### src/sv/lpwa_pkg.sv
`timescale 1ns / 1ps
// ---------------------------------------------------------------------------
// lpwa_pkg: shared types and constants of the load window averager
// Payload structs, divider and window control structs, register indexes.
// ---------------------------------------------------------------------------
package lpwa_pkg;

    // load scale: percent times 256
    localparam int FULL_LOAD = 25600;
    localparam int LOAD_W    = 15;

    // default window depths
    localparam int SHORT_DEPTH_DEF = 4;
    localparam int MID_DEPTH_DEF   = 20;
    localparam int LONG_DEPTH_DEF  = 60;

    // shared divider: 47-bit dividend, 33-bit divisor, 15-bit quotient
    localparam int NUM_W = 47;
    localparam int DIV_W = 33;
    localparam int QUO_W = LOAD_W;

    // configuration port
    localparam int CFG_IDX_W  = 2;
    localparam int CFG_DATA_W = 16;
    localparam logic [CFG_IDX_W-1:0] CFG_SOURCE_MODE = 2'd0;
    localparam logic [CFG_IDX_W-1:0] CFG_BASELINE    = 2'd1;
    localparam logic [CFG_IDX_W-1:0] CFG_MAX_LOOP    = 2'd2;

    // config reset values
    localparam logic [15:0] BASELINE_RST = 16'd240;
    localparam logic [15:0] MAX_LOOP_RST = 16'd5600;

    // source modes
    localparam logic MODE_TICKS = 1'b0;
    localparam logic MODE_LOOP  = 1'b1;

    typedef struct packed {
        logic [31:0] busy_cnt;
        logic [31:0] free_cnt;
        logic [15:0] loop_period;
    } in_t;

    typedef struct packed {
        logic [LOAD_W-1:0] avg_short;
        logic [LOAD_W-1:0] avg_mid;
        logic [LOAD_W-1:0] avg_long;
    } out_t;

    typedef struct packed {
        logic             start;
        logic [NUM_W-1:0] dividend;
        logic [DIV_W-1:0] divisor;
    } div_req_t;

    typedef struct packed {
        logic             done;
        logic [QUO_W-1:0] quotient;
    } div_rsp_t;

    typedef struct packed {
        logic rd;
        logic wr;
    } win_ctrl_t;

    // address bits for a store of the given depth
    function automatic int addr_width(int depth);
        return (depth > 1) ? $clog2(depth) : 1;
    endfunction

    // running sum bits for a window of the given depth
    function automatic int sum_width(int depth);
        return $clog2(depth * FULL_LOAD + 1);
    endfunction

endpackage

### src/sv/lpwa_ram.sv
`timescale 1ns / 1ps
// ---------------------------------------------------------------------------
// lpwa_ram: generic single-write, single-read RAM
// One write port, one read port with registered read data.
// ---------------------------------------------------------------------------
module lpwa_ram #(
    parameter int WIDTH = 16,
    parameter int DEPTH = 64
) (
    input  logic                                     aclk,
    input  logic                                     we,
    input  logic [lpwa_pkg::addr_width(DEPTH)-1:0]   waddr,
    input  logic [WIDTH-1:0]                         wdata,
    input  logic                                     re,
    input  logic [lpwa_pkg::addr_width(DEPTH)-1:0]   raddr,
    output logic [WIDTH-1:0]                         rdata
);

    logic [WIDTH-1:0] mem [DEPTH];

    always_ff @(posedge aclk) begin
        if (we) begin
            mem[waddr] <= wdata;
        end
        if (re) begin
            rdata <= mem[raddr];
        end
    end

endmodule

### src/sv/lpwa_div.sv
`timescale 1ns / 1ps
// ---------------------------------------------------------------------------
// lpwa_div: shared restoring divider
// One quotient bit per cycle; the quotient must fit in QUO_W bits.
// ---------------------------------------------------------------------------
module lpwa_div (
    input  logic                aclk,
    input  logic                aresetn,
    input  lpwa_pkg::div_req_t  req,
    output lpwa_pkg::div_rsp_t  rsp
);

    localparam int CNT_W = $clog2(lpwa_pkg::QUO_W);

    logic [lpwa_pkg::DIV_W-1:0] rem_reg, rem_next;
    logic [lpwa_pkg::DIV_W-1:0] dvs_reg;
    logic [lpwa_pkg::QUO_W-1:0] shq_reg, shq_next;
    logic [CNT_W-1:0]           cnt_reg;
    logic                       busy_reg;
    logic                       done_reg;
    logic [lpwa_pkg::DIV_W:0]   trial;
    logic [lpwa_pkg::DIV_W:0]   diff;
    logic                       ge;

    // one restoring step: shift in next dividend bit, try subtract
    always_comb begin
        trial    = {rem_reg, shq_reg[lpwa_pkg::QUO_W-1]};
        diff     = trial - {1'b0, dvs_reg};
        ge       = ~diff[lpwa_pkg::DIV_W];
        rem_next = ge ? diff[lpwa_pkg::DIV_W-1:0] : trial[lpwa_pkg::DIV_W-1:0];
        shq_next = {shq_reg[lpwa_pkg::QUO_W-2:0], ge};
    end

    // control
    always_ff @(posedge aclk) begin
        if (!aresetn) begin
            busy_reg <= 1'b0;
            done_reg <= 1'b0;
            cnt_reg  <= '0;
        end else begin
            done_reg <= 1'b0;
            if (req.start) begin
                busy_reg <= 1'b1;
                cnt_reg  <= '0;
            end else if (busy_reg) begin
                cnt_reg <= cnt_reg + 1'b1;
                if (cnt_reg == CNT_W'(lpwa_pkg::QUO_W - 1)) begin
                    busy_reg <= 1'b0;
                    done_reg <= 1'b1;
                end
            end
        end
    end

    // datapath; high dividend part starts as the partial remainder
    always_ff @(posedge aclk) begin
        if (req.start) begin
            rem_reg <= lpwa_pkg::DIV_W'(req.dividend[lpwa_pkg::NUM_W-1:lpwa_pkg::QUO_W]);
            shq_reg <= req.dividend[lpwa_pkg::QUO_W-1:0];
            dvs_reg <= req.divisor;
        end else if (busy_reg) begin
            rem_reg <= rem_next;
            shq_reg <= shq_next;
        end
    end

    assign rsp.done     = done_reg;
    assign rsp.quotient = shq_reg;

endmodule

### src/sv/lpwa_window.sv
`timescale 1ns / 1ps
// ---------------------------------------------------------------------------
// lpwa_window: one ring window with running sum
// Ring in RAM; entries not yet written since reset read as zero.
// ---------------------------------------------------------------------------
module lpwa_window #(
    parameter int DEPTH = 4
) (
    input  logic                                   aclk,
    input  logic                                   aresetn,
    input  lpwa_pkg::win_ctrl_t                    ctrl,
    input  logic [lpwa_pkg::LOAD_W-1:0]            load,
    output logic [lpwa_pkg::sum_width(DEPTH)-1:0]  sum
);

    localparam int AW = lpwa_pkg::addr_width(DEPTH);
    localparam int SW = lpwa_pkg::sum_width(DEPTH);

    logic [AW-1:0]               pos_reg;
    logic                        wrapped_reg;
    logic [SW-1:0]               sum_reg, sum_next;
    logic [lpwa_pkg::LOAD_W-1:0] rdata;
    logic [lpwa_pkg::LOAD_W-1:0] old_val;
    logic                        last_pos;

    lpwa_ram #(
        .WIDTH (lpwa_pkg::LOAD_W),
        .DEPTH (DEPTH)
    ) u_ring (
        .aclk  (aclk),
        .we    (ctrl.wr),
        .waddr (pos_reg),
        .wdata (load),
        .re    (ctrl.rd),
        .raddr (pos_reg),
        .rdata (rdata)
    );

    // oldest entry drops out of the sum; unwritten entries count as zero
    always_comb begin
        old_val  = wrapped_reg ? rdata : '0;
        sum_next = sum_reg - SW'(old_val) + SW'(load);
        last_pos = (pos_reg == AW'(DEPTH - 1));
    end

    always_ff @(posedge aclk) begin
        if (!aresetn) begin
            pos_reg     <= '0;
            wrapped_reg <= 1'b0;
            sum_reg     <= '0;
        end else if (ctrl.wr) begin
            sum_reg <= sum_next;
            if (last_pos) begin
                pos_reg     <= '0;
                wrapped_reg <= 1'b1;
            end else begin
                pos_reg <= pos_reg + 1'b1;
            end
        end
    end

    assign sum = sum_reg;

endmodule

### src/sv/load_percent_window_averager_unit.sv
`timescale 1ns / 1ps
// ---------------------------------------------------------------------------
// load_percent_window_averager_unit: load percent with three window averages
// Each request steps through the load division (skipped when the load saturates or
// the loop time span is empty), the window update and the three average divisions,
// then waits until the result register is free; a silent sample gives no result.
// One request at a time: s_ready is high only in idle, so a new request is taken once the last one is done.
// Reset (synchronous, active low) clears state; windows read as zero until
// written, so no clearing pass is needed.
// ---------------------------------------------------------------------------
module load_percent_window_averager_unit #(
    parameter int SHORT_DEPTH = lpwa_pkg::SHORT_DEPTH_DEF,
    parameter int MID_DEPTH   = lpwa_pkg::MID_DEPTH_DEF,
    parameter int LONG_DEPTH  = lpwa_pkg::LONG_DEPTH_DEF
) (
    input  logic                              aclk,
    input  logic                              aresetn,
    input  logic                              s_valid,
    output logic                              s_ready,
    input  lpwa_pkg::in_t                     s_data,
    output logic                              m_valid,
    input  logic                              m_ready,
    output lpwa_pkg::out_t                    m_data,
    input  logic                              cfg_we,
    input  logic [lpwa_pkg::CFG_IDX_W-1:0]    cfg_index,
    input  logic [lpwa_pkg::CFG_DATA_W-1:0]   cfg_wdata
);

    localparam int SSW = lpwa_pkg::sum_width(SHORT_DEPTH);
    localparam int MSW = lpwa_pkg::sum_width(MID_DEPTH);
    localparam int LSW = lpwa_pkg::sum_width(LONG_DEPTH);

    typedef enum logic [12:0] {
        ST_IDLE   = 13'b0000000000001,
        ST_CALC   = 13'b0000000000010,
        ST_MUL    = 13'b0000000000100,
        ST_WAIT_L = 13'b0000000001000,
        ST_RD     = 13'b0000000010000,
        ST_UPD    = 13'b0000000100000,
        ST_AVG_S  = 13'b0000001000000,
        ST_WAIT_S = 13'b0000010000000,
        ST_AVG_M  = 13'b0000100000000,
        ST_WAIT_M = 13'b0001000000000,
        ST_AVG_G  = 13'b0010000000000,
        ST_WAIT_G = 13'b0100000000000,
        ST_FIN    = 13'b1000000000000
    } state_t;

    state_t state_reg, state_next;

    // configuration
    logic        mode_reg;
    logic [15:0] base_reg;
    logic [15:0] max_reg;

    // sample state
    logic        primed_reg;
    logic [31:0] prev_act_reg;
    logic [31:0] prev_idl_reg;
    lpwa_pkg::in_t in_reg;

    // working registers
    logic [31:0]                    opnd_reg;
    logic [lpwa_pkg::DIV_W-1:0]     den_reg;
    logic [lpwa_pkg::LOAD_W-1:0]    load_reg;
    logic [lpwa_pkg::LOAD_W-1:0]    avg_s_reg;
    logic [lpwa_pkg::LOAD_W-1:0]    avg_m_reg;
    logic [lpwa_pkg::LOAD_W-1:0]    avg_g_reg;
    logic                           m_valid_reg;
    lpwa_pkg::out_t                 m_data_reg;

    // sample math
    logic [31:0] da, di;
    logic [32:0] total;
    logic [15:0] lt, lx, ld;

    lpwa_pkg::div_req_t  div_req;
    lpwa_pkg::div_rsp_t  div_rsp;
    lpwa_pkg::win_ctrl_t win_ctrl;
    logic [SSW-1:0] sum_s;
    logic [MSW-1:0] sum_m;
    logic [LSW-1:0] sum_g;
    logic           out_free;

    assign s_ready  = (state_reg == ST_IDLE);
    assign out_free = ~m_valid_reg | m_ready;

    always_comb begin
        da    = in_reg.busy_cnt - prev_act_reg;
        di    = in_reg.free_cnt - prev_idl_reg;
        total = {1'b0, da} + {1'b0, di};
        lt    = (in_reg.loop_period < base_reg) ? base_reg : in_reg.loop_period;
        lx    = lt - base_reg;
        ld    = max_reg - base_reg;
    end

    // configuration writes
    always_ff @(posedge aclk) begin
        if (!aresetn) begin
            mode_reg <= lpwa_pkg::MODE_TICKS;
            base_reg <= lpwa_pkg::BASELINE_RST;
            max_reg  <= lpwa_pkg::MAX_LOOP_RST;
        end else if (cfg_we) begin
            case (cfg_index)
                lpwa_pkg::CFG_SOURCE_MODE: begin
                    mode_reg <= cfg_wdata[0];
                end
                lpwa_pkg::CFG_BASELINE: begin
                    base_reg <= cfg_wdata;
                end
                lpwa_pkg::CFG_MAX_LOOP: begin
                    max_reg <= cfg_wdata;
                end
                default: begin
                end
            endcase
        end
    end

    // sequencer
    always_comb begin
        state_next = state_reg;
        case (state_reg)
            ST_IDLE: begin
                if (s_valid) state_next = ST_CALC;
            end
            ST_CALC: begin
                if (!primed_reg) begin
                    state_next = ST_IDLE;
                end else if (mode_reg == lpwa_pkg::MODE_TICKS) begin
                    state_next = (total == '0) ? ST_IDLE : ST_MUL;
                end else if (max_reg <= base_reg || lx >= ld) begin
                    state_next = ST_RD;
                end else begin
                    state_next = ST_MUL;
                end
            end
            ST_MUL:    state_next = ST_WAIT_L;
            ST_WAIT_L: begin
                if (div_rsp.done) state_next = ST_RD;
            end
            ST_RD:     state_next = ST_UPD;
            ST_UPD:    state_next = ST_AVG_S;
            ST_AVG_S:  state_next = ST_WAIT_S;
            ST_WAIT_S: begin
                if (div_rsp.done) state_next = ST_AVG_M;
            end
            ST_AVG_M:  state_next = ST_WAIT_M;
            ST_WAIT_M: begin
                if (div_rsp.done) state_next = ST_AVG_G;
            end
            ST_AVG_G:  state_next = ST_WAIT_G;
            ST_WAIT_G: begin
                if (div_rsp.done) state_next = ST_FIN;
            end
            ST_FIN: begin
                if (out_free) state_next = ST_IDLE;
            end
            default:   state_next = ST_IDLE;
        endcase
    end

    // divider request and window strobes
    always_comb begin
        div_req.start    = 1'b0;
        div_req.dividend = '0;
        div_req.divisor  = '0;
        win_ctrl.rd      = (state_reg == ST_RD);
        win_ctrl.wr      = (state_reg == ST_UPD);
        case (state_reg)
            ST_MUL: begin
                div_req.start    = 1'b1;
                div_req.dividend = lpwa_pkg::NUM_W'(opnd_reg) *
                                   lpwa_pkg::NUM_W'(lpwa_pkg::FULL_LOAD);
                div_req.divisor  = den_reg;
            end
            ST_AVG_S: begin
                div_req.start    = 1'b1;
                div_req.dividend = lpwa_pkg::NUM_W'(sum_s);
                div_req.divisor  = lpwa_pkg::DIV_W'(SHORT_DEPTH);
            end
            ST_AVG_M: begin
                div_req.start    = 1'b1;
                div_req.dividend = lpwa_pkg::NUM_W'(sum_m);
                div_req.divisor  = lpwa_pkg::DIV_W'(MID_DEPTH);
            end
            ST_AVG_G: begin
                div_req.start    = 1'b1;
                div_req.dividend = lpwa_pkg::NUM_W'(sum_g);
                div_req.divisor  = lpwa_pkg::DIV_W'(LONG_DEPTH);
            end
            default: begin
            end
        endcase
    end

    // control state
    always_ff @(posedge aclk) begin
        if (!aresetn) begin
            state_reg    <= ST_IDLE;
            primed_reg   <= 1'b0;
            prev_act_reg <= '0;
            prev_idl_reg <= '0;
            m_valid_reg  <= 1'b0;
        end else begin
            state_reg <= state_next;
            if (state_reg == ST_CALC) begin
                primed_reg <= 1'b1;
                if (mode_reg == lpwa_pkg::MODE_TICKS) begin
                    prev_act_reg <= in_reg.busy_cnt;
                    prev_idl_reg <= in_reg.free_cnt;
                end
            end
            if (state_reg == ST_FIN && out_free) begin
                m_valid_reg <= 1'b1;
            end else if (m_ready) begin
                m_valid_reg <= 1'b0;
            end
        end
    end

    // payload registers
    always_ff @(posedge aclk) begin
        if (s_valid && s_ready) begin
            in_reg <= s_data;
        end
        // load operands; saturated loads and an empty loop time span skip the divider
        if (state_reg == ST_CALC) begin
            if (mode_reg == lpwa_pkg::MODE_TICKS) begin
                opnd_reg <= da;
                den_reg  <= total;
            end else begin
                opnd_reg <= 32'(lx);
                den_reg  <= lpwa_pkg::DIV_W'(ld);
                if (max_reg <= base_reg) begin
                    load_reg <= '0;
                end else begin
                    load_reg <= lpwa_pkg::LOAD_W'(lpwa_pkg::FULL_LOAD);
                end
            end
        end
        if (div_rsp.done) begin
            case (state_reg)
                ST_WAIT_L: load_reg  <= div_rsp.quotient;
                ST_WAIT_S: avg_s_reg <= div_rsp.quotient;
                ST_WAIT_M: avg_m_reg <= div_rsp.quotient;
                ST_WAIT_G: avg_g_reg <= div_rsp.quotient;
                default: begin
                end
            endcase
        end
        if (state_reg == ST_FIN && out_free) begin
            m_data_reg.avg_short <= avg_s_reg;
            m_data_reg.avg_mid   <= avg_m_reg;
            m_data_reg.avg_long  <= avg_g_reg;
        end
    end

    assign m_valid = m_valid_reg;
    assign m_data  = m_data_reg;

    lpwa_div u_div (
        .aclk    (aclk),
        .aresetn (aresetn),
        .req     (div_req),
        .rsp     (div_rsp)
    );

    lpwa_window #(.DEPTH(SHORT_DEPTH)) u_win_short (
        .aclk    (aclk),
        .aresetn (aresetn),
        .ctrl    (win_ctrl),
        .load    (load_reg),
        .sum     (sum_s)
    );

    lpwa_window #(.DEPTH(MID_DEPTH)) u_win_mid (
        .aclk    (aclk),
        .aresetn (aresetn),
        .ctrl    (win_ctrl),
        .load    (load_reg),
        .sum     (sum_m)
    );

    lpwa_window #(.DEPTH(LONG_DEPTH)) u_win_long (
        .aclk    (aclk),
        .aresetn (aresetn),
        .ctrl    (win_ctrl),
        .load    (load_reg),
        .sum     (sum_g)
    );

endmodule

### config.mk
export PLATFORM = sky130hd
export DESIGN_NAME = load_percent_window_averager_unit
export DESIGN_NICKNAME = d
export VERILOG_FILES = /design/src/sv/lpwa_pkg.sv /design/src/sv/lpwa_ram.sv /design/src/sv/lpwa_div.sv /design/src/sv/lpwa_window.sv /design/src/sv/load_percent_window_averager_unit.sv
export SDC_FILE = /design/constraint.sdc
export NUM_CORES = 2
export LEC_CHECK = 0
export BUFFER_PORTS_ARGS = -buffer_cell sky130_fd_sc_hd__buf_2
export CAP_MARGIN = 20
export CORE_AREA = 2 2 416 418
export CTS_CLUSTER_SIZE = 40
export DETAILED_ROUTE_END_ITERATION = 16
export DIE_AREA = 0 0 418 420
export GPL_TIMING_DRIVEN = 1
export PLACE_DENSITY = 0.71
export SYNTH_ARGS = -nofsm -noshare
export SYNTH_HDL_FRONTEND = slang
export SYNTH_SLANG_ARGS = --single-unit
### constraint.sdc
create_clock -name aclk -period 6.02 [get_ports aclk]
set_clock_uncertainty 0.05 [all_clocks]
set_input_delay 1.204 -clock aclk [delete_from_list [all_inputs] [get_ports aclk]]
set_output_delay 1.204 -clock aclk [all_outputs]
set_load 0.01 [all_outputs]
Yosys cells after proc, flatten, opt, wreduce, memory -nomap -nowiden. Memories as Yosys holds them, arrays and structs flattened. A register that Yosys moved wholly into a read port is not among the register bits. Cells that the tools add are included.

Memory bits (writable): 1260. Output and inout bits: 47. Register bits: 522. Input bits: 103. Memories: 3. Word-level logic and storage cells: 151.

Memories: u_win_long.u_ring.mem (depth 60, bits a word 15, rd ports 1, clocked after Yosys merged registers in 1, wr ports 1, RTL line lpwa_ram.sv:19) `logic [WIDTH-1:0] mem [DEPTH];`; u_win_mid.u_ring.mem (depth 20, bits a word 15, rd ports 1, clocked after Yosys merged registers in 1, wr ports 1, RTL line lpwa_ram.sv:19); u_win_short.u_ring.mem (depth 4, bits a word 15, rd ports 1, clocked after Yosys merged registers in 1, wr ports 1, RTL line lpwa_ram.sv:19).

Add/subtract/negate cells: 16. Eq/ne operators: 25. Reductions and logical operators: 20. Bitwise gates (word level): 6. $lt $le $gt $ge: 3. Multiplexer cells: 39. $mul: 1.

Operators by type and width (number): one-hot mux 81 bit (4 select lines) (1); one-hot mux 13 bit (13 select lines) (1); two-way mux 15 bit (10); two-way mux 13 bit (6); two-way mux 32 bit (2); subtractor 32 bit (2); two-way mux 16 bit (3); multiplier 32 x 5 -> 37 bit (second input constant) (1); subtractor 34 x 33 -> 34 bit (1); adder 32 x 32 -> 33 bit (1); zero test 33 bit (1); two-way mux 33 bit (1); subtractor 16 bit (2); adder 21 x 15 -> 21 bit (1); subtractor 21 x 15 -> 21 bit (1); two-way mux 5 bit (4); AND reduction 2 bit (10); adder 19 x 15 -> 19 bit (1); subtractor 19 x 15 -> 19 bit (1); adder 17 x 15 -> 17 bit (1); subtractor 17 x 15 -> 17 bit (1); >= comparator 16 bit (1); less-or-equal comparator 16 bit (1); < comparator 16 bit (1); other kinds (37) (55).

Depth between registers and ports, before layout.
Depth in word-level cells: 9. Gate-level depth with buffers: 34. Gate-level depth less buffers: 33.

By module. From an unflattened synthesis, not the netlist that was laid out.

Cells, all modules: 6207. Area, all modules: 86854.6 sq um.

Modules (own cells, without submodules): lpwa_ram at u_win_long.u_ring (area each 35231.3 sq um, times used 1, cells an instance 1590, seq. area each 27476.4 sq um); load_percent_window_averager_unit (area each 23777.8 sq um, times used 1, cells an instance 2486, seq. area each 9599.2 sq um); lpwa_ram at u_win_mid.u_ring (area each 12121.6 sq um, times used 1, cells an instance 579, seq. area each 9459.1 sq um); lpwa_div (area each 5700.5 sq um, times used 1, cells an instance 516, seq. area each 2542.4 sq um); lpwa_ram at u_win_short.u_ring (area each 2676.3 sq um, times used 1, cells an instance 97, seq. area each 2252.2 sq um); lpwa_window at u_win_long (area each 2635.0 sq um, times used 1, cells an instance 334, seq. area each 560.5 sq um); lpwa_window at u_win_mid (area each 2529.9 sq um, times used 1, cells an instance 327, seq. area each 500.5 sq um); lpwa_window at u_win_short (area each 2182.1 sq um, times used 1, cells an instance 278, seq. area each 400.4 sq um).

Least setup slack after synthesis. OpenSTA, ideal clock, no wires.

Kind: reg2reg. Start point: register base_reg[1]. End point: register state_reg[4]. Setup slack: 150 ps. Stages on the path, launching flop included: 30. Library setup time: 75 ps. Path buffers: 2. Required time: 5895 ps. Arrival: 5745 ps. Path through: dfxtp_1 inv_1 ha_1 a21o_1 a21o_1 a211oi_1 o21bai_1 a31oi_1 o31a_1 a21oi_1 clkbuf_1 clkbuf_1 o21ai_0 ha_1 o21ai_0 nand2b_1 a21o_1 a31o_2 a41o_1 nor4_1 o41ai_1 a31o_2 xor2_1 ha_1 and4_1 o21ai_0 or4_1 nand4_1 a41oi_1 nor2b_1.

Longest elaborated chain between the ends: 9. Elaborated cells on any way between the ends: 11. Those cells by class: add/sub: 2; order compare: 3; mux: 5; reduce/logical: 1.

Ends and longest elaborated chain: from (decl) (RTL line load_percent_window_averager_unit.sv:53) `logic [15:0] base_reg;`; from (signal assigned) (RTL line load_percent_window_averager_unit.sv:101) `base_reg <= lpwa_pkg::BASELINE_RST;`; from (signal assigned) (RTL line load_percent_window_averager_unit.sv:109) `base_reg <= cfg_wdata;`; < comparator 16 bit (RTL line load_percent_window_averager_unit.sv:92) `lt = (in_reg.loop_period < base_reg) ? base_reg : in_reg.loop_period;`; two-way mux 16 bit (RTL line load_percent_window_averager_unit.sv:92); subtractor 16 bit (RTL line load_percent_window_averager_unit.sv:93) `lx = lt - base_reg;`; >= comparator 16 bit (RTL line load_percent_window_averager_unit.sv:132) `end else if (max_reg <= base_reg || lx >= ld) begin`; logical OR 1 bit * (RTL line load_percent_window_averager_unit.sv:132); two-way mux 5 bit * (RTL line load_percent_window_averager_unit.sv:132); two-way mux 5 bit * (RTL line load_percent_window_averager_unit.sv:130) `end else if (mode_reg == lpwa_pkg::MODE_TICKS) begin`; two-way mux 5 bit * (RTL line load_percent_window_averager_unit.sv:128) `if (!primed_reg) begin`; one-hot mux 13 bit (13 select lines) * (RTL line load_percent_window_averager_unit.sv:123) `case (state_reg)`; to (signal assigned) (RTL line load_percent_window_averager_unit.sv:206) `state_reg <= state_next;`; to (decl) (RTL line load_percent_window_averager_unit.sv:49) `state_t state_reg, state_next;`.

Mark *: on every way between the ends. The rest lies on a longest branch, timed or not. A chain may end at the register's enable or synchronous reset.

Worst setup path after layout.
Start point: register in_reg[1] in the netlist's numbering. End point: register state_reg[2].

Longest elaborated chain between the ends: 9.

Ends and longest elaborated chain: from (decl) (RTL line load_percent_window_averager_unit.sv:60) `lpwa_pkg::in_t in_reg;`; from (signal assigned) (RTL line load_percent_window_averager_unit.sv:225) `in_reg <= s_data;`; < comparator 16 bit (RTL line load_percent_window_averager_unit.sv:92); two-way mux 16 bit * (RTL line load_percent_window_averager_unit.sv:92); subtractor 16 bit * (RTL line load_percent_window_averager_unit.sv:93); >= comparator 16 bit * (RTL line load_percent_window_averager_unit.sv:132); logical OR 1 bit * (RTL line load_percent_window_averager_unit.sv:132); two-way mux 5 bit * (RTL line load_percent_window_averager_unit.sv:132); two-way mux 5 bit * (RTL line load_percent_window_averager_unit.sv:130); two-way mux 5 bit * (RTL line load_percent_window_averager_unit.sv:128); one-hot mux 13 bit (13 select lines) * (RTL line load_percent_window_averager_unit.sv:123).

Marked as above.

==> flow_summary.yaml <==
placement:
  place_worst_setup_slack_ns: -0.2113
  hpwl_mm: 139.0
  portBuffers: 149
  place_area_um2: 87230
  routabilityCongestion: 0.9101
grt:
  grt_pass1_wl_mm: 319.6
  grt_pass1_vias: 51250
  grt_usage: 0.2413
  grt_antenna_before_repair: 22
  grt_overflow: 0
  grt_max_degree: 86
die:
  start_util: 0.4866
  coreArea_um2: 171000
  dieArea_um2: 175600
  pin_count: 150
  die_width_um: 418
  fp-row-count: 152
  die_h_um: 420
setup_path:
  path_buf_inv: 2
  cpMostUsedCell: "a21o_1"
  path_depth: 29
  cp_max_fo: 6
  required_ns: 6.66
  r2r-start: "in_reg[1]"
  cp-end-kind: "flop"
  timing.rr.end: "state_reg[2]"
  cp-start-kind: "flop"
  reg2regPathDepth: 29
  crit_family: "compound AO/OA/AOI/OAI gates"
  max_stage_delay_ns: 0.50
  slowest_stage: "or4_1"
  crit_type: "flop to flop"
  r2r_setup_slack_ns: 0.19
  critPathArrivalTime_ns: 6.46
  crit_path_start: "in_reg[1]"
  setup.worst_path.end: "state_reg[2]"
synth:
  yosysMostFrequentCell: "edfxtp_1"
  syn_area_um2: 83190
  yosysTopAreaCell: "edfxtp_1"
  ys_ff_latch: 1827
  synth_top_area_frac: 0.5847
  synth-async-reset-ratio: 0
  synth_nets: 6781
  yosys-top-cells-area: "edfxtp_1 58%, ha_1 5.4%, dfxtp_1 5.0%"
  synth.distinct_cells: 91
  avgSynthCellArea_um2: 13.33
  synth_warnings: 0
  syn_inst: 6243
  synth_edf_count: 1620
  synthTopCellsByCount: "1620 x edfxtp_1, 544 x nand2_1, 483 x inv_1, 358 x a21oi_1, 357 x ha_1"
  synth_ff_type: "edfxtp_1"
  synth-seq-area-share: 0.6346
route:
  dr.pass1.iters: 10
  viasPerCell: 5.986
  antenna_left: 0
  drc_errors: 0
  drtIter0Drc: 6351
  wirelength_mm: 214.5
  wl_per_cell_um: 24.16
  vias: 53150
power:
  p_leak_uw: 0.03408
  powerDensity_nw_per_um2: 328.8
  ir_drop_uv: 283.3
  power_uw: 30750
run:
  maxCapViolCount: 0
final_layout:
  stdcell_area_um2: 93520
  final-seq-area_um2: 52820
  multi_input_area_um2: 27840
  final_core_util: 0.5470
  nNetsFinal: 7023
  drive_above_1_share: 0.1284
  largest_register_ffs: 900
  area_delta_synth_final_pct: 12.42
  n_fill_cell: 13580
timing:
  tightest_slew_ns: 1.163
  finalCritPeriodShare: 0.9679
  hold_viol: 0
  timing.fmax_ghz: 0.1716
  period_minus_slack_ns: 5.827
  drv_slew: 0
  setup_ws_ns: 0.1932
  setup_viol: 0
  hold_slack_ns: 0.3616
  slew_headroom: 0.2244
cts:
  cts_buffers: 182
  clock-root-buffer: "clkbuf_16"
  clk_pin_slew_ns: 0.06
  cts-htree-levels: 4
  clockBufferDepth: 3
  clock_latency_ns: 0.85
  cts_hold_buffers: 0
  clock_sinks: 1827
  cts_tree: "done"
outcome:
  outcome: "finished clean"
min_path:
  min-delay-path-class: "flop to flop"
==> metrics by stage <==
step / TNS [ns] / std cells
floorplan: 0 / 6243
global placement: -0.3528 / 8527
detailed placement: -0.4040 / 8527
CTS: 0 / 8864
global route: -0.1965 / 8871
finish: 0 / 8878
==> worst min-delay path by stage <==
stage | from | endpoint | slack (ns) | cells past startpoint
CTS | avg_m_reg[14] | m_data[29] | 0.37 | 0
global placement | avg_s_reg[10] | m_data[40] | 0.35 | 0
floorplan | avg_g_reg[0] | m_data[0] | 0.35 | 0
detailed placement | avg_g_reg[10] | m_data[10] | 0.35 | 0
finish | avg_g_reg[6] | m_data[6] | 0.36 | 0
global route | avg_g_reg[4] | m_data[4] | 0.37 | 0
==> layer usage <==
layer / global-route usage / routed length, µm
met4: 0.07936 / 6230
met1: 0.3464 / 91070
met5: 0 / 51
met2: 0.3710 / 97850
met3: 0.04530 / 19320
==> worst reg2reg max path: cells and delay by family, from the launching register on <==
family          cells  cell delay, ns
compound gates     16            2.52
simple gates        7            1.49
fa+ha+maj           3            0.87
flops               1            0.38
buf+inv             2            0.28
xor+xnor            1            0.14
==> timing repair <==
action	4_1_cts	5_1_grt
gates cloned	0	0
pin swaps	2	33
gates resized for setup	6	29
endpoints found under the hold margin	0	0
endpoints found under the setup margin	2	4
setup buffers	0	5
==> area by class of cell <==
class / instances / share of cell area
tap: 2233 / 0.02987
inverter: 486 / 0.01956
antenna: 7 / 0.0001873
sequential: 1827 / 0.5648
timing repair buffer: 320 / 0.02320
multi-input combinational: 3668 / 0.2977
clock buffer: 222 / 0.05141
clock inverter: 115 / 0.01323
==> report_power, final <==
| part | leakage, µW | total (µW) | switching (µW) | internal, µW |
|---|---|---|---|---|
| Combinational | 0.0137 | 5240 | 3250 | 1990 |
| Clock | 0.00293 | 11400 | 5000 | 6370 |
| Sequential | 0.0175 | 14100 | 124 | 14000 |
| Total | 0.0341 | 30800 | 8370 | 22400 |
==> cell families (layout without fill, tap and decap cells) <==
family	after synthesis	after routing	share of synthesized area
AO/OA/AOI/OAI	1403	1403	0.1141
XOR/XNOR	215	215	0.02263
adder cells (fa/ha/maj)	435	435	0.07246
buffers and inverters	748	1143	0.03444
flip-flops	1827	1827	0.6346
multiplexers	194	194	0.04032
other	0	7	0
AND/OR/NAND/NOR	1421	1421	0.08145
==> cells in the final DEF, fill, tap and decap left out, drive strengths merged, types with 23 or more instances in the layout <==
cell / instances
clkbuf: 222
mux2i: 64
and3: 34
nor3: 64
nor4: 26
o21a: 23
nand2b: 34
fa: 78
a31oi: 111
xor2: 68
edfxtp: 1620
inv: 498
o21ai: 167
o211ai: 23
buf: 320
nand4: 41
clkinv: 78
a21o: 114
dfxtp: 207
ha: 357
a211oi: 30
a221oi: 97
nand2: 544
or3: 30
o21bai: 26
nor2: 295
nor2b: 46
a21oi: 361
a22oi: 220
and2: 135
nand3: 91
a22o: 93
xnor2: 147
mux4: 111
Note: power is estimated with default switching activity, not from simulation.
